**src/rtl/hsc_pkg.sv**
```systemverilog
// types, codes and bit mapping functions of the hamming codec
package hsc_pkg;

   localparam int MAX_DATA_BITS = 57;
   localparam int DATA_W        = 57;
   localparam int CODE_W        = 63;
   localparam int LEN_W         = 6;

   localparam logic       CMD_ENCODE = 1'b0;
   localparam logic       CMD_DECODE = 1'b1;

   localparam logic [1:0] STATUS_OK        = 2'd0;
   localparam logic [1:0] STATUS_CORRECTED = 2'd1;
   localparam logic [1:0] STATUS_RANGE     = 2'd2;

   typedef struct packed {
      logic              cmd;
      logic [DATA_W-1:0] data_in;
      logic [CODE_W-1:0] codeword_in;
   } req_type;

   typedef struct packed {
      logic [CODE_W-1:0] codeword_out;
      logic [LEN_W-1:0]  code_length;
      logic [LEN_W-1:0]  syndrome;
      logic [1:0]        status;
      logic [DATA_W-1:0] data_out;
   } rsp_type;

   // after the front stage: masked word laid out by position
   typedef struct packed {
      logic              cmd;
      logic [LEN_W-1:0]  n;
      logic [CODE_W-1:0] word;
   } s1_type;

   // after the parity trees
   typedef struct packed {
      logic              cmd;
      logic [LEN_W-1:0]  n;
      logic [CODE_W-1:0] word;
      logic [LEN_W-1:0]  syn;
   } s2_type;

   // code length n = k + r, r smallest with 2^r >= k + r + 1
   function automatic logic [LEN_W-1:0] code_len(input logic [LEN_W-1:0] k);
      int par;
      par = LEN_W;
      for (int i = LEN_W; i >= 1; i--) begin
         if ((1 << i) >= int'(k) + i + 1) par = i;
      end
      return LEN_W'(int'(k) + par);
   endfunction

   // data bit j goes to the j-th position that is not a power of two
   function automatic logic [CODE_W-1:0] scatter_data(input logic [DATA_W-1:0] d);
      logic [CODE_W-1:0] w;
      int                j;
      w = '0;
      j = 0;
      for (int p = 1; p <= CODE_W; p++) begin
         if ((p & (p - 1)) != 0) begin
            w[p-1] = d[j];
            j++;
         end
      end
      return w;
   endfunction

   function automatic logic [DATA_W-1:0] gather_data(input logic [CODE_W-1:0] w);
      logic [DATA_W-1:0] d;
      int                j;
      d = '0;
      j = 0;
      for (int p = 1; p <= CODE_W; p++) begin
         if ((p & (p - 1)) != 0) begin
            d[j] = w[p-1];
            j++;
         end
      end
      return d;
   endfunction

   // positions whose index has bit m set
   function automatic logic [CODE_W-1:0] pos_mask(input int m);
      logic [CODE_W-1:0] w;
      for (int p = 1; p <= CODE_W; p++) begin
         w[p-1] = ((p >> m) & 1) != 0;
      end
      return w;
   endfunction

endpackage

```
**src/rtl/hsc_front.sv**
```systemverilog
// first stage: length from data_bits, masking and data placement
module hsc_front
   import hsc_pkg::*;
(
   input  logic             clock,
   input  logic             reset,
   input  logic             adv,
   input  logic             in_valid,
   input  req_type          in_req,
   input  logic [LEN_W-1:0] data_bits,
   output logic             out_valid,
   output s1_type           out_s1
);

   logic             valid_ff;
   s1_type           s1_ff;
   s1_type           s1_in;
   logic [LEN_W-1:0] k_eff;
   logic [LEN_W-1:0] n_len;
   logic [DATA_W-1:0] mask_k;
   logic [CODE_W-1:0] mask_n;

   // saturate k to 1..MAX_DATA_BITS
   always_comb begin
      priority if (data_bits == '0) begin
         k_eff = LEN_W'(1);
      end else if (data_bits > LEN_W'(MAX_DATA_BITS)) begin
         k_eff = LEN_W'(MAX_DATA_BITS);
      end else begin
         k_eff = data_bits;
      end
   end

   assign n_len = code_len(k_eff);

   always_comb begin
      for (int i = 0; i < DATA_W; i++) mask_k[i] = (i < int'(k_eff));
      for (int i = 0; i < CODE_W; i++) mask_n[i] = (i < int'(n_len));
   end

   always_comb begin
      s1_in.cmd = in_req.cmd;
      s1_in.n   = n_len;
      if (in_req.cmd == CMD_DECODE) begin
         s1_in.word = in_req.codeword_in & mask_n;
      end else begin
         s1_in.word = scatter_data(in_req.data_in & mask_k);
      end
   end

   always_ff @(posedge clock) begin
      if (reset) begin
         valid_ff <= 1'b0;
      end else if (adv) begin
         valid_ff <= in_valid;
      end
   end

   always_ff @(posedge clock) begin
      if (adv && in_valid) begin
         s1_ff <= s1_in;
      end
   end

   assign out_valid = valid_ff;
   assign out_s1    = s1_ff;

endmodule

```
**src/rtl/hsc_syndrome.sv**
```systemverilog
// second stage: parity trees giving the position xor of all set bits
module hsc_syndrome
   import hsc_pkg::*;
(
   input  logic   clock,
   input  logic   reset,
   input  logic   adv,
   input  logic   in_valid,
   input  s1_type in_s1,
   output logic   out_valid,
   output s2_type out_s2
);

   logic             valid_ff;
   s2_type           s2_ff;
   logic [LEN_W-1:0] syn_in;

   always_comb begin
      for (int m = 0; m < LEN_W; m++) begin
         syn_in[m] = ^(in_s1.word & pos_mask(m));
      end
   end

   always_ff @(posedge clock) begin
      if (reset) begin
         valid_ff <= 1'b0;
      end else if (adv) begin
         valid_ff <= in_valid;
      end
   end

   always_ff @(posedge clock) begin
      if (adv && in_valid) begin
         s2_ff.cmd  <= in_s1.cmd;
         s2_ff.n    <= in_s1.n;
         s2_ff.word <= in_s1.word;
         s2_ff.syn  <= syn_in;
      end
   end

   assign out_valid = valid_ff;
   assign out_s2    = s2_ff;

endmodule

```
**src/rtl/hsc_back.sv**
```systemverilog
// third stage: parity insert or correction, data extraction, result register
module hsc_back
   import hsc_pkg::*;
(
   input  logic    clock,
   input  logic    reset,
   input  logic    adv,
   input  logic    in_valid,
   input  s2_type  in_s2,
   output logic    out_valid,
   output rsp_type out_rsp
);

   logic              valid_ff;
   rsp_type           rsp_ff;
   rsp_type           rsp_in;
   logic [CODE_W-1:0] cw;
   logic [CODE_W-1:0] par_bits;

   always_comb begin
      par_bits = '0;
      for (int m = 0; m < LEN_W; m++) begin
         par_bits[(1 << m) - 1] = in_s2.syn[m];
      end
   end

   always_comb begin
      cw            = in_s2.word;
      rsp_in.status = STATUS_OK;
      if (in_s2.cmd == CMD_ENCODE) begin
         cw = in_s2.word | par_bits;
      end else if (in_s2.syn != '0) begin
         if (in_s2.syn <= in_s2.n) begin
            cw            = in_s2.word ^ (CODE_W'(1) << (in_s2.syn - LEN_W'(1)));
            rsp_in.status = STATUS_CORRECTED;
         end else begin
            rsp_in.status = STATUS_RANGE;
         end
      end
      rsp_in.codeword_out = cw;
      rsp_in.code_length  = in_s2.n;
      rsp_in.syndrome     = (in_s2.cmd == CMD_DECODE) ? in_s2.syn : '0;
      rsp_in.data_out     = gather_data(cw);
   end

   always_ff @(posedge clock) begin
      if (reset) begin
         valid_ff <= 1'b0;
      end else if (adv) begin
         valid_ff <= in_valid;
      end
   end

   always_ff @(posedge clock) begin
      if (adv && in_valid) begin
         rsp_ff <= rsp_in;
      end
   end

   assign out_valid = valid_ff;
   assign out_rsp   = rsp_ff;

endmodule

```
**src/rtl/hamming_sec_codec.sv**
```systemverilog
// top level of the hamming single error correcting codec
//
// request channel: req_valid / req_stall / req_payload; cmd selects encode of
// data_in (low k bits) or check and correct of codeword_in (low n bits)
// result channel: rsp_valid / rsp_stall / rsp_payload, one result per request
// csr_we / csr_wdata write data_bits (k); 0 acts as 1, above 57 acts as 57;
// write it only while no request is in flight
//
// three register stages: placement and masking, parity trees, then parity
// insert or single bit correction with data extraction into the result register
// latency: a request taken at one edge raises rsp_valid after the second edge
// that follows, so its result can be taken at the third edge
// throughput: one request per cycle, the stages are fully pipelined
// a stalled result holds its payload; stages behind it keep filling bubbles,
// and req_stall rises only once all three stages hold requests and the result
// is stalled
// reset clears all stage valid bits and sets data_bits to 4
module hamming_sec_codec
   import hsc_pkg::*;
(
   input  logic             clock,
   input  logic             reset,
   input  logic             req_valid,
   output logic             req_stall,
   input  req_type          req_payload,
   output logic             rsp_valid,
   input  logic             rsp_stall,
   output rsp_type          rsp_payload,
   input  logic             csr_we,
   input  logic [LEN_W-1:0] csr_wdata
);

   logic [LEN_W-1:0] data_bits_ff;
   logic             s1_valid;
   logic             s2_valid;
   logic             s3_valid;
   s1_type           s1;
   s2_type           s2;
   logic             adv1;
   logic             adv2;
   logic             adv3;

   // configuration register
   always_ff @(posedge clock) begin
      if (reset) begin
         data_bits_ff <= LEN_W'(4);
      end else if (csr_we) begin
         data_bits_ff <= csr_wdata;
      end
   end

   // a stage loads when it is empty or its content moves on
   assign adv3      = !s3_valid || !rsp_stall;
   assign adv2      = !s2_valid || adv3;
   assign adv1      = !s1_valid || adv2;
   assign req_stall = !adv1;

   hsc_front u_front (
      .clock     (clock),
      .reset     (reset),
      .adv       (adv1),
      .in_valid  (req_valid),
      .in_req    (req_payload),
      .data_bits (data_bits_ff),
      .out_valid (s1_valid),
      .out_s1    (s1)
   );

   hsc_syndrome u_syndrome (
      .clock     (clock),
      .reset     (reset),
      .adv       (adv2),
      .in_valid  (s1_valid),
      .in_s1     (s1),
      .out_valid (s2_valid),
      .out_s2    (s2)
   );

   hsc_back u_back (
      .clock     (clock),
      .reset     (reset),
      .adv       (adv3),
      .in_valid  (s2_valid),
      .in_s2     (s2),
      .out_valid (s3_valid),
      .out_rsp   (rsp_payload)
   );

   assign rsp_valid = s3_valid;

endmodule

```
**config.mk**
```make
export PLATFORM = sky130hd
export DESIGN_NAME = hamming_sec_codec
export DESIGN_NICKNAME = d
export VERILOG_FILES = /design/src/rtl/hsc_pkg.sv /design/src/rtl/hsc_front.sv /design/src/rtl/hsc_syndrome.sv /design/src/rtl/hsc_back.sv /design/src/rtl/hamming_sec_codec.sv
export SDC_FILE = /design/constraint.sdc
export NUM_CORES = 1
export LEC_CHECK = 0
export BUFFER_PORTS_ARGS = -buffer_cell sky130_fd_sc_hd__buf_2
export CORE_MARGIN = 10
export CORE_UTILIZATION = 37
export CTS_BUF_LIST = sky130_fd_sc_hd__clkbuf_16
export DETAILED_ROUTE_END_ITERATION = 8
export GPL_TIMING_DRIVEN = 0
export PLACE_DENSITY_LB_ADDON = 0.25
export SYNTH_ARGS = -nofsm -noshare
export SYNTH_HDL_FRONTEND = slang
export SYNTH_SLANG_ARGS = --single-unit
export TNS_END_PERCENT = 20
```
**constraint.sdc**
```tcl
create_clock -name clock -period 9.4 [get_ports clock]
set_input_delay 0.94 -clock clock [delete_from_list [all_inputs] [get_ports clock]]
set_output_delay 0.94 -clock clock [all_outputs]
set_load 0.005 [all_outputs]
```
==> results of run 1 <==
-- cell usage in the layout (no fill, tap or decap), types with 5 or more instances in the layout --
master and count:
sky130_fd_sc_hd__buf_2 269, sky130_fd_sc_hd__edfxtp_1 223, sky130_fd_sc_hd__nor2_1 118, sky130_fd_sc_hd__xnor2_1 107, sky130_fd_sc_hd__nand2_1 96, sky130_fd_sc_hd__xor2_1 80, sky130_fd_sc_hd__o21ai_0 70, sky130_fd_sc_hd__buf_4 58
sky130_fd_sc_hd__a21oi_1 43, sky130_fd_sc_hd__clkbuf_1 40, sky130_fd_sc_hd__nand3_1 27, sky130_fd_sc_hd__inv_1 26, sky130_fd_sc_hd__ha_1 25, sky130_fd_sc_hd__clkbuf_16 25, sky130_fd_sc_hd__o211ai_1 18, sky130_fd_sc_hd__o22ai_1 17
sky130_fd_sc_hd__a32o_1 13, sky130_fd_sc_hd__mux2i_1 12, sky130_fd_sc_hd__nand4_1 11, sky130_fd_sc_hd__nor3_1 10, sky130_fd_sc_hd__nand2b_1 10, sky130_fd_sc_hd__and3_1 9, sky130_fd_sc_hd__and2_1 9, sky130_fd_sc_hd__nor2b_1 9
sky130_fd_sc_hd__dfxtp_1 9, sky130_fd_sc_hd__clkinv_1 8, sky130_fd_sc_hd__o21a_1 5, sky130_fd_sc_hd__a21o_1 5, sky130_fd_sc_hd__buf_12 5
-- through the flow --
step | cells | total power, W
6_report | 1884 | 0.003187
5_1_grt | 1884 | 0.003325
4_1_cts | 1884 | 0.003195
3_5_place_dp | 1839 | 0.002229
3_3_place_gp | 1833 | 0.002224
2_1_floorplan | 1120 | 0.001914
-- critical path, stage by stage (launching register included) --
cell	delay [ns]
sky130_fd_sc_hd__dfxtp_1	0.30
sky130_fd_sc_hd__buf_2	0.18
sky130_fd_sc_hd__buf_1	0.29
sky130_fd_sc_hd__nand3_1	0.19
sky130_fd_sc_hd__and2_1	0.13
sky130_fd_sc_hd__clkbuf_1	0.68
sky130_fd_sc_hd__ha_1	0.26
sky130_fd_sc_hd__clkbuf_1	0.41
sky130_fd_sc_hd__inv_1	0.27
sky130_fd_sc_hd__xnor2_1	0.37
sky130_fd_sc_hd__nor3b_1	0.21
sky130_fd_sc_hd__o21ai_0	0.12
sky130_fd_sc_hd__a221oi_2	0.47
sky130_fd_sc_hd__or2_1	0.19
sky130_fd_sc_hd__o22ai_1	0.09
sky130_fd_sc_hd__ha_1	0.29
sky130_fd_sc_hd__a21o_1	0.19
sky130_fd_sc_hd__a21oi_1	0.54
sky130_fd_sc_hd__xnor2_1	0.41
sky130_fd_sc_hd__clkinv_1	0.47
sky130_fd_sc_hd__nor2_1	0.39
sky130_fd_sc_hd__nand4_1	0.23
sky130_fd_sc_hd__a32o_1	0.40
-- flip-flops by register name, summed over array words and instances (netlist names) --
signal / flops
u_back.out_valid: 1
u_front.out_s1: 70
u_syndrome.out_s2: 76
u_syndrome.out_valid: 1
data_bits_ff: 6
u_front.out_valid: 1
u_back.out_rsp: 77
-- worst max-delay path by stage --
| stage | from | to | slack, ns | depth (start not counted) |
|---|---|---|---|---|
| final | data_bits_ff[3] | u_front.out_s1[53] | 2.04 | 22 |
| after global routing | data_bits_ff[3] | u_front.out_s1[51] | 1.75 | 23 |
| after floorplan | rsp_stall | u_back.out_rsp[100] | 2.23 | 1 |
| after detailed placement | data_bits_ff[4] | u_front.out_s1[51] | 2.33 | 23 |
| after global placement | rsp_stall | u_back.out_rsp[106] | -0.01 | 2 |
| after CTS | data_bits_ff[4] | u_front.out_s1[51] | 2.29 | 23 |
-- area by class of cell --
cell class,instances,area share [%]
Buffer,107,4.168
Clock buffer,25,4.078
Sequential cell,232,44.82
Multi-Input combinational cell,753,31.94
Tap cell,448,3.654
Inverter,28,0.6851
Timing Repair Buffer,271,9.477
Clock inverter,20,1.174
-- per-layer routing --
metal  up-vias  GRT usage (%)  wire length, um
met5         -              0               18
met4         2          5.942             1238
met3        86          4.522             3842
met2       507          33.31            20380
met1      4616          25.30            17630
li1       4516              -                -
-- cells by family (layout without fill, tap and decap cells) --
| family | count (synthesis) | count (layout) |
|---|---|---|
| adders and majority gates | 26 | 26 |
| and+or+nand+nor | 317 | 317 |
| AOI/OAI and AO/OA | 209 | 209 |
| DFF | 232 | 232 |
| buffers and inverters | 135 | 451 |
| muxes | 13 | 13 |
| xor gates and xnor gates | 188 | 188 |
-- power groups by stage --
stage	Clock, W	Sequential, W	Combinational [W]
after global routing	0.00103	0.00131	0.000982
final	0.000968	0.00131	0.000914
after CTS	0.000984	0.00131	0.000905
after global placement	0	0.00134	0.000889
after floorplan	0	0.00131	0.000607
after detailed placement	0	0.00133	0.000901
==> run summary, run 1 <==
The finished cells cover 15340 um2. The run gives 6.022 nW as the static leakage. The starting density of the core is 37.35%, and the all-layer global routing usage is 19.96%.

The total of hold buffers inserted after clock tree synthesis is 0. The CTS H-tree depth came out at 1. The post-synthesis sequential element count was 232; the largest clock skew in the final design was 0.01881 ns. By count the netlist is led by sky130_fd_sc_hd__edfxtp_1, sky130_fd_sc_hd__nor2_1, sky130_fd_sc_hd__xnor2_1.

The mean instance size in the synthesized netlist is 11.16 um2, and the synthesis-to-finish area growth is 22.78%. In this run the vertical extent of the chip is 203.8 um. The path with the worst hold slack has its endpoint at u_syndrome.out_s2[74]. The number of DRC violations after detailed-routing iteration 0 is 831.

The number of nets still failing antenna checks after routing was 0. Before antenna repair, the detailed router went through 9 iterations. Critical path class: register to register. The tools report the sort of element at the end of the critical path as a register. Dividing the final minimum period by the clock period gives 78.34%. The clock sink count is 232. The run gives 2.04 ns as the register-to-register path setup slack. Summing all flip-flop and latch instances after layout gives 6877 um2. After Yosys synthesis, full adders, half adders and majority gates account for 2.664% of the synthesized area. sky130_fd_sc_hd__edfxtp_1 takes more of the synthesized area than any other cell.

The normalized max-slew margin came out at 37.90%. In the post-synthesis netlist, the cell with the most instances is sky130_fd_sc_hd__edfxtp_1. The transition time at the pin with the least slew margin is 0.9283 ns, and the area enclosed by the die boundary is 41520 um2. The first global-routing pass estimated 62820 um of wire.

In the final routed layout, each cell accounts on average for 22.89 um. The most used flip-flop cell after synthesis is sky130_fd_sc_hd__edfxtp_1. The share of the synthesized area in the top cell type works out to 53.60%.

Setup violations remaining at the end of the flow were counted as 0. Counting instances, the worst hold path has a depth of 0. Summing every instance area after synthesis gives 12490 um2. The synthesized netlist net count was 1278; the post-layout worst setup margin was 2.036 ns. Input and output buffers added on the ports amount to 265. For this design the top-level I/O count stands at 268. The clock network fraction of design power is 30.4%.

At the end of routability-driven placement, the weighted congestion stood at 1.017. The number of unique standard cell types used by synthesis came out at 64. Area share of and/or/nand/nor cells after synthesis: 11.34%. The number of CTS-inserted buffers is 25, and the design internal power is 0.002145 W. In this run switching power makes up 32.71% of total power. The run gives 0 as the count of instances resized after the clock tree is built. The logs give 0 for the number of hold violations in the final report and 0.4194 ns for the worst hold margin. The logs give 2.330 ns for the worst setup slack before clock tree synthesis and 0 for the number of slew-limit violations in the final report.

Summing all multi-input logic gate instances after layout gives 4900 um2. Sorting the synthesized cells by area gives the leading types as sky130_fd_sc_hd__edfxtp_1, sky130_fd_sc_hd__xnor2_1, sky130_fd_sc_hd__xor2_1. The startpoint of the lowest-slack hold path is u_front.out_s1[68]. The later pin in the worst-skew pair is clocked with a latency of 0.52 ns. After synthesis, the share of flip-flops with an asynchronous set or reset is 0%. The overall die width came out at 203.8 um.

For this design the total switching power over the nets is 0.001042 W. Once placement finished, the instance area stood at 14540 um2. The worst setup path is launched from a register. Setup repair after global routing left no endpoint under its margin. The clock passes through at most 3 buffers. The time the final worst path needs with I/O delays and setup was 7.364 ns. After clock tree synthesis, the clock-pin slew on the worst setup and hold paths is 0.08 ns. The number of filler cells placed in the layout is 3171, and the core outline area is 33450 um2. The flow ran to the end, and the final reports show no timing, DRC or antenna violations. The critical path data required time is 9.66 ns. Data on the critical path arrives at its endpoint at 7.62 ns.

The count of warnings emitted by yosys was 0. The number of cells on the worst reg-to-reg path is 22. The DRC violation count after routing came out at 0. The floorplan has 67 rows.

The worst hold path belongs to the class register to register. The global-route congestion overflow total was 0; the number of enable flip-flop cells after synthesis was 223. Entering global routing, the biggest net connects 36 pins. Of the post-synthesis cell area, the part taken by muxes is 1.051%.

The sequential element share of the synthesized area was 55.04%; the xor and xnor fraction of the mapped netlist area was 13.24%. The largest family of logic cells by synthesized area was XOR/XNOR gates. The tools report the share of the core filled with cells as 45.86%.

The synthesized netlist devotes 10.72% of its cell area to compound gates. The number of setup buffers added after CTS is 0. Summed over all layers, the routed wires come to 43120 um. Via count: 9727. The number of global-route vias before repair is 9819, and the max-capacitance violation count is 0. At the end of the flow, the number of nets in the layout was 1576. Synthesis produced 1120 cells.

The highest net fanout along the worst path is 13, and the HPWL after detailed placement is 34860 um. Dividing the detail-routed via count by the number of cells gives 5.163. TritonCTS built the clock tree. IR analysis of the VDD net gives a maximum drop of 0.0001300 V.

The worst register-to-register path ends at u_front.out_s1[53]. The maximum operating frequency was 135.8 MHz. Adding up every negative setup slack in the final design gives 0 ns. The run gives 28.7% as the fraction of power consumed by combinational cells. The number of antenna violations at the first check in global routing is 0. In this run the clock root is driven by a sky130_fd_sc_hd__clkbuf_16. The part of the power in registers was 41.0%; the power density over the cells was 207.7 nW/um2.

In the final layout, the share of cells above drive strength 1 is 27.02%. The worst register-to-register path begins at data_bits_ff[3]. The total inserted antenna cells came out at 0.
Note: power is estimated with default switching activity, not from simulation.
==> run 2, diff against run 1 <==
--- a/config.mk
+++ b/config.mk
@@ -5,6 +5,7 @@
 export SDC_FILE = /design/constraint.sdc
 export NUM_CORES = 1
 export LEC_CHECK = 0
+export ABC_AREA = 1
 export BUFFER_PORTS_ARGS = -buffer_cell sky130_fd_sc_hd__buf_2
 export CORE_MARGIN = 10
 export CORE_UTILIZATION = 37
==> constraint.sdc (replaced) <==
create_clock -name clock -period 6.5 [get_ports clock]
set_input_delay 0.65 -clock clock [delete_from_list [all_inputs] [get_ports clock]]
set_output_delay 0.65 -clock clock [all_outputs]
set_load 0.005 [all_outputs]
==> run summary, run 2 <==
Share of total power consumed by net switching: 35.64% (+2.9 points). Async set-or-reset flop fraction in the synthesized netlist: 0% (unchanged). The logs give 0 (unchanged) for the number of hold violations in the final report and 68 (+1.5%) for the floorplan row count. The time the final worst path needs with I/O delays and setup is 6.011 ns (-1.353 ns). For the synthesized netlist net count, the log shows 1405 (+9.9%). The sequential cell area was 6877 um2 (unchanged); the clock sink count was 232 (unchanged).

The first-pass GRT wire length was 63360 um (+0.86%); the clock latency on the worst-skew pair was 0.55 ns (+0.03 ns). The height of the die came out at 206.4 um (+1.3%). The number of iterations in the first detailed-routing pass was 5 (-4). The overall power consumption is 0.004790 W (+50%).

For this design, the slowest cell found on the critical path is sky130_fd_sc_hd__clkbuf_1. For the clock network fraction of design power, the log shows 28.8% (-1.6 points). The arrival time at the worst endpoint was 6.38 ns (-1.24 ns). The critical path data required time is 6.87 ns (-2.79 ns), and the number of antenna violations at the first check in global routing is 0 (unchanged). The static leakage came out at 6.385 nW (+6.0%). The synthesized design spends more area on one cell type than any other, namely sky130_fd_sc_hd__edfxtp_1. The logs give 0 (unchanged) for the max-capacitance violation count and 0.0001871 V (+44%) for the peak ir drop on the vdd network. The post-layout worst setup margin was 0.4889 ns (-1.547 ns); the core outline area was 34370 um2 (+2.8%).

The area of the mapped netlist is 12850 um2 (+2.9%), and the number of flip-flops under the largest register name is 77 (unchanged). The worst setup path is launched from a register. The total inserted antenna cells came out at 0 (unchanged). The run gives 0.01513 ns (-0.003681 ns) as the largest clock skew in the final design.

CTS H-tree depth: 1 (unchanged). The logs give 40.2% (-0.8 points) for the part of the power in registers and 37.40% (+0.043 points) for the starting density of the core. The highest net fanout along the worst path works out to 13 (unchanged). The total length of routed wires came out at 43970 um (+2.0%). TritonCTS built the clock tree. The number of CTS-inserted buffers came out at 26 (+4.0%).

Category of cells accounting for the largest share of critical-path delay: simple AND/OR/NAND/NOR gates. Number of placed instances with taps included: 1973 (+7.3%). Post-synthesis sequential element count: 232 (unchanged). Sorting the synthesized cells by how often they occur yields sky130_fd_sc_hd__edfxtp_1, sky130_fd_sc_hd__nand2_1, sky130_fd_sc_hd__xnor2_1. Compared with the post-synthesis result, the final layout area differs by 21.94%.

The transition time at the pin with the least slew margin is 0.9727 ns (+0.04444 ns). The run gives 0 (unchanged) as the global-route congestion overflow total. The post-CTS clock slew at the launch and capture registers of the worst setup and hold paths was 0.06 ns (-0.02 ns); the all-layer global routing usage was 20.09% (+0.14 points).

The fraction of final layout cells sized beyond drive strength 1 is 27.01% (about the same). The mean instance size in the synthesized netlist is 10.31 um2 (-7.6%), and the number of standard cells after synthesis is 1247 (+11%). The tools report the number of DRC violations after detailed-routing iteration 0 as 693 (-17%).

The overall die width was 206.4 um (+1.3%); the count of warnings emitted by yosys was 0 (unchanged). The power density over the cells is 305.6 nW/um2 (+47%), and the number of enable flip-flop cells after synthesis is 223 (unchanged). The tools report the sort of element at the end of the critical path as a register. The tools report the area enclosed by the die boundary as 42600 um2 (+2.6%). Setup repair after global routing left no endpoint under its margin. The tools report the via count as 9856 (+1.3%). The run gives 31.0% (+2.3 points) as the fraction of power consumed by combinational cells. The most used flip-flop cell after synthesis is sky130_fd_sc_hd__edfxtp_1. The number of filler cells placed in the layout was 3276 (+3.3%); the pin count of the biggest net entering global routing was 73 (+100%).

The tools report the normalized max-slew margin as 35.00% (-2.9 points). Share of the clock period used by the worst path: 92.48% (+14 points). The leading cell type in the layout, fill and taps excluded is sky130_fd_sc_hd__buf_2.

The tools report the DRC violation count after routing as 0 (unchanged). The number of nets still failing antenna checks after routing was 0 (unchanged). The average wire per standard cell was 21.75 um (-4.9%); the HPWL after detailed placement was 35780 um (+2.6%).

The leading cell type by number of instances after synthesis was sky130_fd_sc_hd__edfxtp_1. The number of nets at the end of the flow was 1704 (+8.1%). The critical path is of the register to register type. The number of global-route vias before repair was 9966 (+1.5%); the I/O pin count was 268 (unchanged). In the layout the commonest cells are sky130_fd_sc_hd__buf_2, sky130_fd_sc_hd__edfxtp_1, sky130_fd_sc_hd__nand2_1. The number of unique standard cell types used by synthesis was 48 (-25%). The logs give 0 (unchanged) for the number of slew-limit violations in the final report and 0 (unchanged) for the number of buffers added for setup after CTS. The post-route setup TNS was 0 ns (unchanged). The worst setup slack before clock tree synthesis came out at 0.09286 ns (-2.238 ns). By area the synthesized netlist is led by sky130_fd_sc_hd__edfxtp_1, sky130_fd_sc_hd__xnor2_1, sky130_fd_sc_hd__nand2_1.

Number of buffers on the longest clock path: 3 (unchanged). The share of the synthesized area in the top cell type is 52.09% (-1.5 points), and the sequential element share of the synthesized area is 53.49% (-1.5 points). The type of the tightest min-delay check was primary input to register. The tools report the combined area of the multi-input logic cells as 5025 um2 (+2.6%). The detailed-route vias per instance works out to 4.877 (-5.5%).

The maximum operating frequency was 166.4 MHz (+23%). Traced cell by cell, the critical path runs through nor2_2 > nand3_2 > nand3_4 > inv_1 > ha_1 > inv_1 > nor2_1 > o21ai_1 > nand2_1 > nand3_1 > nand3_1 > nor2_2 > inv_1 > nand2_1 > nand2_1 > nand2_1 > ha_1 > inv_1 > fa_1 > nor2_1 > clkbuf_1 > nand3_1 > o21ai_0. The total of hold buffers inserted after clock tree synthesis was 0 (unchanged). The design internal power was 0.003083 W (+44%). The sum of buffers and inverters on the critical path was 5 (-1); the net switching component of the power was 0.001707 W (+64%). For the post-layout instance count excluding filler cells, the log shows 2021 (+7.3%).

The tree is rooted in a sky130_fd_sc_hd__clkbuf_16. For the total setup violations reported at the end of the flow, the log shows 0 (unchanged). The maximum single-stage delay on the critical path was 0.76 ns (+0.08 ns); the count of port buffers added during placement was 267 (+0.75%). The run finished with clean final reports.

The final weighted congestion of routability-driven global placement came out at 1.006 (-1.2%).
[run 2: cell type report]
class	count	share of cell area, %
clock buffer	26	4.151
inverter	113	2.722
sequential	232	43.87
buffer	82	3.528
timing repair buffer	271	9.084
multi-input combinational	820	32.06
tap	455	3.632
clock inverter	22	0.9579
[run 2: logic make-up (layout without fill, tap and decap cells)]
group / count (synthesis) / in the layout / share of synthesized area (%)
AOI/OAI and AO/OA: 141 / 141 / 7.047
xor gates and xnor gates: 194 / 194 / 13.54
adders and majority gates: 26 / 26 / 2.589
buffers and inverters: 195 / 514 / 7.582
DFF: 232 / 232 / 53.49
muxes: 6 / 6 / 0.4964
and+or+nand+nor: 453 / 453 / 15.25
[run 2: metal layers]
metal / GRT usage, % / vias to the layer above / share of wire, %
li1: - / 4768 / -
met1: 25.12 / 4578 / 41
met2: 33.24 / 420 / 47
met3: 3.918 / 90 / 7.6
met4: 8.548 / 0 / 4.5
met5: 0 / - / 0
[run 2: worst paths after layout]
kind         depth (start not counted)                    end               start  slack [ns]
max                                 23     u_front.out_s1[62]     data_bits_ff[4]        0.49
min                                  2       u_back.out_valid               reset        0.32
max reg2reg                         23     u_front.out_s1[62]     data_bits_ff[4]        0.49
min reg2reg                          0  u_syndrome.out_s2[73]  u_front.out_s1[67]        0.41
[run 2: stage by stage]
stage                     hold WS (ns)  instance area [um2]  util (%)
after CTS                       0.3074                15670     45.59
after global routing            0.3118                15680     45.60
final                           0.3242                15680     45.60
after detailed placement        0.4045                14870     43.26
after global placement          0.4002                14760     42.94
after floorplan                 0.4003                12850         -
[run 2: power by group through the flow]
stage | clock, W | combinational (W) | sequential (W)
after floorplan | 0 | 0.000980 | 0.00192
after global placement | 0 | 0.00145 | 0.00196
after detailed placement | 0 | 0.00147 | 0.00196
after CTS | 0.00141 | 0.00148 | 0.00193
after global routing | 0.00147 | 0.00162 | 0.00194
final | 0.00138 | 0.00149 | 0.00192
[run 2: what timing repair did]
action	4_1_cts	5_1_grt
resized for setup	0	7
endpoints found under the setup margin	0	10
endpoints found under the hold margin	0	0
[run 2: worst reg2reg max path, stage by stage, from the launching register on]
cell and delay, ns:
sky130_fd_sc_hd__dfxtp_1 0.35, sky130_fd_sc_hd__nor2_2 0.50, sky130_fd_sc_hd__nand3_2 0.19, sky130_fd_sc_hd__nand3_4 0.23
sky130_fd_sc_hd__inv_1 0.22, sky130_fd_sc_hd__ha_1 0.33, sky130_fd_sc_hd__inv_1 0.38, sky130_fd_sc_hd__nor2_1 0.18
sky130_fd_sc_hd__o21ai_1 0.25, sky130_fd_sc_hd__nand2_1 0.07, sky130_fd_sc_hd__nand3_1 0.08, sky130_fd_sc_hd__nand3_1 0.09
sky130_fd_sc_hd__nor2_2 0.19, sky130_fd_sc_hd__inv_1 0.06, sky130_fd_sc_hd__nand2_1 0.06, sky130_fd_sc_hd__nand2_1 0.05
sky130_fd_sc_hd__nand2_1 0.06, sky130_fd_sc_hd__ha_1 0.22, sky130_fd_sc_hd__inv_1 0.07, sky130_fd_sc_hd__fa_1 0.51
sky130_fd_sc_hd__nor2_1 0.63, sky130_fd_sc_hd__clkbuf_1 0.76, sky130_fd_sc_hd__nand3_1 0.13, sky130_fd_sc_hd__o21ai_0 0.23
==> run 3, diff against run 2 <==
--- a/config.mk
+++ b/config.mk
@@ -13,6 +13,7 @@
 export DETAILED_ROUTE_END_ITERATION = 8
 export GPL_TIMING_DRIVEN = 0
 export PLACE_DENSITY_LB_ADDON = 0.25
+export RECOVER_POWER = 50
 export SYNTH_ARGS = -nofsm -noshare
 export SYNTH_HDL_FRONTEND = slang
 export SYNTH_SLANG_ARGS = --single-unit
==> constraint.sdc (replaced) <==
create_clock -name clock -period 6.7 [get_ports clock]
set_input_delay 0.67 -clock clock [delete_from_list [all_inputs] [get_ports clock]]
set_output_delay 0.67 -clock clock [all_outputs]
set_load 0.005 [all_outputs]
==> run summary, run 3 (synthesis gave the netlist of run 2 again) <==
The peak ir drop on the vdd network was 0.0001815 V (-3.0%). The number of nets at the end of the flow is 1704 (unchanged), and the power density over the cells is 298.7 nW/um2 (-2.2%). The number of buffers on the longest clock path was 3 (unchanged); the synthesis-to-finish area growth was 20.87%. The number of DRC violations after detailed-routing iteration 0 was 605 (-13%); the number of filler cells placed in the layout was 3317 (+1.3%). The sum of buffers and inverters on the critical path was 8 (+3); the maximum operating frequency was 153.7 MHz (-7.6%). Height of the die: 206.4 um (unchanged). The time the final worst path needs with I/O delays and setup came out at 6.505 ns (+0.4935 ns). The number of global-route vias before repair was 9966 (unchanged). Number of buffers added for setup after CTS: 0 (unchanged).

STA classifies the critical path endpoint as a register. The run gives -150.2% (-190 points) as the normalized max-slew margin. The max-capacitance violation count was 3 (+3).

The highest net fanout along the worst path came out at 15 (+2). For the starting density of the core, the log shows 37.40% (unchanged). The static leakage is 6.172 nW (-3.3%), and the arrival time at the worst endpoint is 6.80 ns (+0.42 ns). The count of instances resized after the clock tree is built was 0 (unchanged). The run gives 9804 (-0.53%) as the via count. The tools report the sequential cell area as 6877 um2 (unchanged).

The largest clock skew in the final design was 0.01422 ns (-0.0009142 ns); the critical path data required time was 7.00 ns (+0.13 ns). Total of hold buffers inserted after clock tree synthesis: 0 (unchanged). The combined area of the multi-input logic cells was 5011 um2 (-0.27%).

The total inserted antenna cells is 0 (unchanged), and the share of the clock period used by the worst path is 97.08% (+4.6 points). The transition time at the pin with the least slew margin works out to 3.753 ns (+2.780 ns). The detailed-route vias per instance is 4.851 (-0.53%), and the worst hold margin is 0.3451 ns (+0.02085 ns). The number of nets still failing antenna checks after routing is 0 (unchanged), and the post-route setup TNS is 0 ns (unchanged).

The total setup violations reported at the end of the flow is 0 (unchanged). Leaving out fill and tap cells, the most frequent cell in the layout is sky130_fd_sc_hd__edfxtp_1. Broken down by cell family, the worst path's largest delay share belongs to buffers and inverters.

The number of slew-limit violations in the final report is 122 (+122), and the final weighted congestion of routability-driven global placement is 1.006 (unchanged). The run gives 43980 um (about the same) as the total length of routed wires. The root buffer selected by CTS was sky130_fd_sc_hd__clkbuf_16.

The area enclosed by the die boundary was 42600 um2 (unchanged); the number of hold violations in the final report was 0 (unchanged). The floorplan row count is 68 (unchanged), and the DRC violation count after routing is 0 (unchanged). In the layout the commonest cells are sky130_fd_sc_hd__edfxtp_1, sky130_fd_sc_hd__nand2_1, sky130_fd_sc_hd__buf_2.

For the overall power consumption, the log shows 0.004641 W (-3.1%). By startpoint and endpoint, the worst setup path is classified as register to register. The type of the tightest min-delay check was primary input to register.

The number of CTS-inserted buffers was 26 (unchanged). The pin count of the biggest net entering global routing is 73 (unchanged). The fraction of final layout cells sized beyond drive strength 1 works out to 22.35% (-4.7 points). I/O pin count: 268 (unchanged). For this design, the slowest cell found on the critical path is sky130_fd_sc_hd__clkbuf_1. Overall die width: 206.4 um (unchanged).

The average wire per standard cell is 21.76 um (about the same), and the number of antenna violations at the first check in global routing is 0 (unchanged). The share of the core filled with cells was 45.20% (-0.40 points). The flow ran to the end, but the final reports show violations. The number of iterations in the first detailed-routing pass was 7 (+2).

For the first-pass GRT wire length, the log shows 63360 um (unchanged). The post-CTS clock slew at the launch and capture registers of the worst setup and hold paths came out at 0.06 ns (about the same). The CTS H-tree depth is 1 (unchanged), and the all-layer global routing usage is 20.09% (unchanged). The count of port buffers added during placement works out to 267 (unchanged).

The final reports fail on max-capacitance violations, max-slew violations. Global-route congestion overflow total: 0 (unchanged). The clock sink count was 232 (unchanged); the maximum single-stage delay on the critical path was 0.74 ns (-0.02 ns). The run gives 35780 um (unchanged) as the HPWL after detailed placement. The clock latency on the worst-skew pair was 0.54 ns (about the same). The run gives 34370 um2 (unchanged) as the core outline area.

TritonCTS built the clock tree. The sort of element at the start of the critical path was a register. The number of flip-flops under the largest register name is 77 (unchanged).

Setup repair after global routing left no endpoint under its margin.
run 3: cell count changes in the layout (fill, tap and decap cells not counted), sizes merged:
cell and change:
buf -71, clkbuf +70, clkdlybuf4s15 +1, clkinvlp +1
inv -1
run 3: path summary, 6_finish.rpt:
path                            from               endpoint  slack [ns]  cells after the start
setup reg to reg     data_bits_ff[3]     u_front.out_s1[44]        0.20                     25
hold / removal                 reset       u_back.out_valid        0.35                      2
hold reg to reg   u_front.out_s1[67]  u_syndrome.out_s2[73]        0.42                      0
setup / recovery     data_bits_ff[3]     u_front.out_s1[44]        0.20                     25
run 3: area by class of cell:
class,count,area share (%)
inverters,113,2.738
flip-flops and latches,232,44.26
clock buffers,26,4.187
plain buffers,82,3.559
well taps,455,3.664
multi-input cells,820,32.25
repair buffers,271,8.375
clock inverters,22,0.9663
run 3: power breakdown:
group | switching, W | internal, W | leakage [nW]
registers | 0.000105 | 0.00176 | 2.22
logic | 0.000961 | 0.000473 | 3.55
clock network | 0.000589 | 0.000749 | 0.398
total | 0.00165 | 0.00299 | 6.17
run 3: metrics by stage:
step,instance area (um2),worst slack (ns),std cells
2_1_floorplan,12850,1.742,1247
3_3_place_gp,14760,0.02310,1969
3_5_place_dp,14870,0.2929,1973
4_1_cts,15670,0.2950,2021
5_1_grt,15540,0.02442,2021
6_report,15540,0.1955,2021
run 3: routing by layer:
metal  GRT usage (%)  part of all wire (%)  wire, um
met1           25.12                    41     18040
met2           33.24                    47     20530
met3           3.918                   7.9      3483
met4           8.548                   4.4      1923
met5               0                     0         0
run 3: worst reg2reg max path, cell delays in order (launching register included):
cell	delay, ns
sky130_fd_sc_hd__dfxtp_1	0.32
sky130_fd_sc_hd__buf_4	0.20
sky130_fd_sc_hd__nand3_2	0.15
sky130_fd_sc_hd__nand2_1	0.10
sky130_fd_sc_hd__clkdlybuf4s15_1	0.66
sky130_fd_sc_hd__ha_1	0.58
sky130_fd_sc_hd__inv_1	0.39
sky130_fd_sc_hd__nor2_1	0.18
sky130_fd_sc_hd__o21ai_1	0.25
sky130_fd_sc_hd__nand2_1	0.08
sky130_fd_sc_hd__nand3_1	0.08
sky130_fd_sc_hd__nand3_1	0.09
sky130_fd_sc_hd__nor2_2	0.19
sky130_fd_sc_hd__inv_1	0.06
sky130_fd_sc_hd__nand2_1	0.06
sky130_fd_sc_hd__nand2_1	0.05
sky130_fd_sc_hd__nand2_1	0.06
sky130_fd_sc_hd__ha_1	0.22
sky130_fd_sc_hd__inv_1	0.07
sky130_fd_sc_hd__fa_1	0.52
sky130_fd_sc_hd__inv_1	0.40
sky130_fd_sc_hd__nor2_1	0.11
sky130_fd_sc_hd__inv_1	0.31
sky130_fd_sc_hd__clkbuf_1	0.74
sky130_fd_sc_hd__o211ai_1	0.21
sky130_fd_sc_hd__o31ai_1	0.17
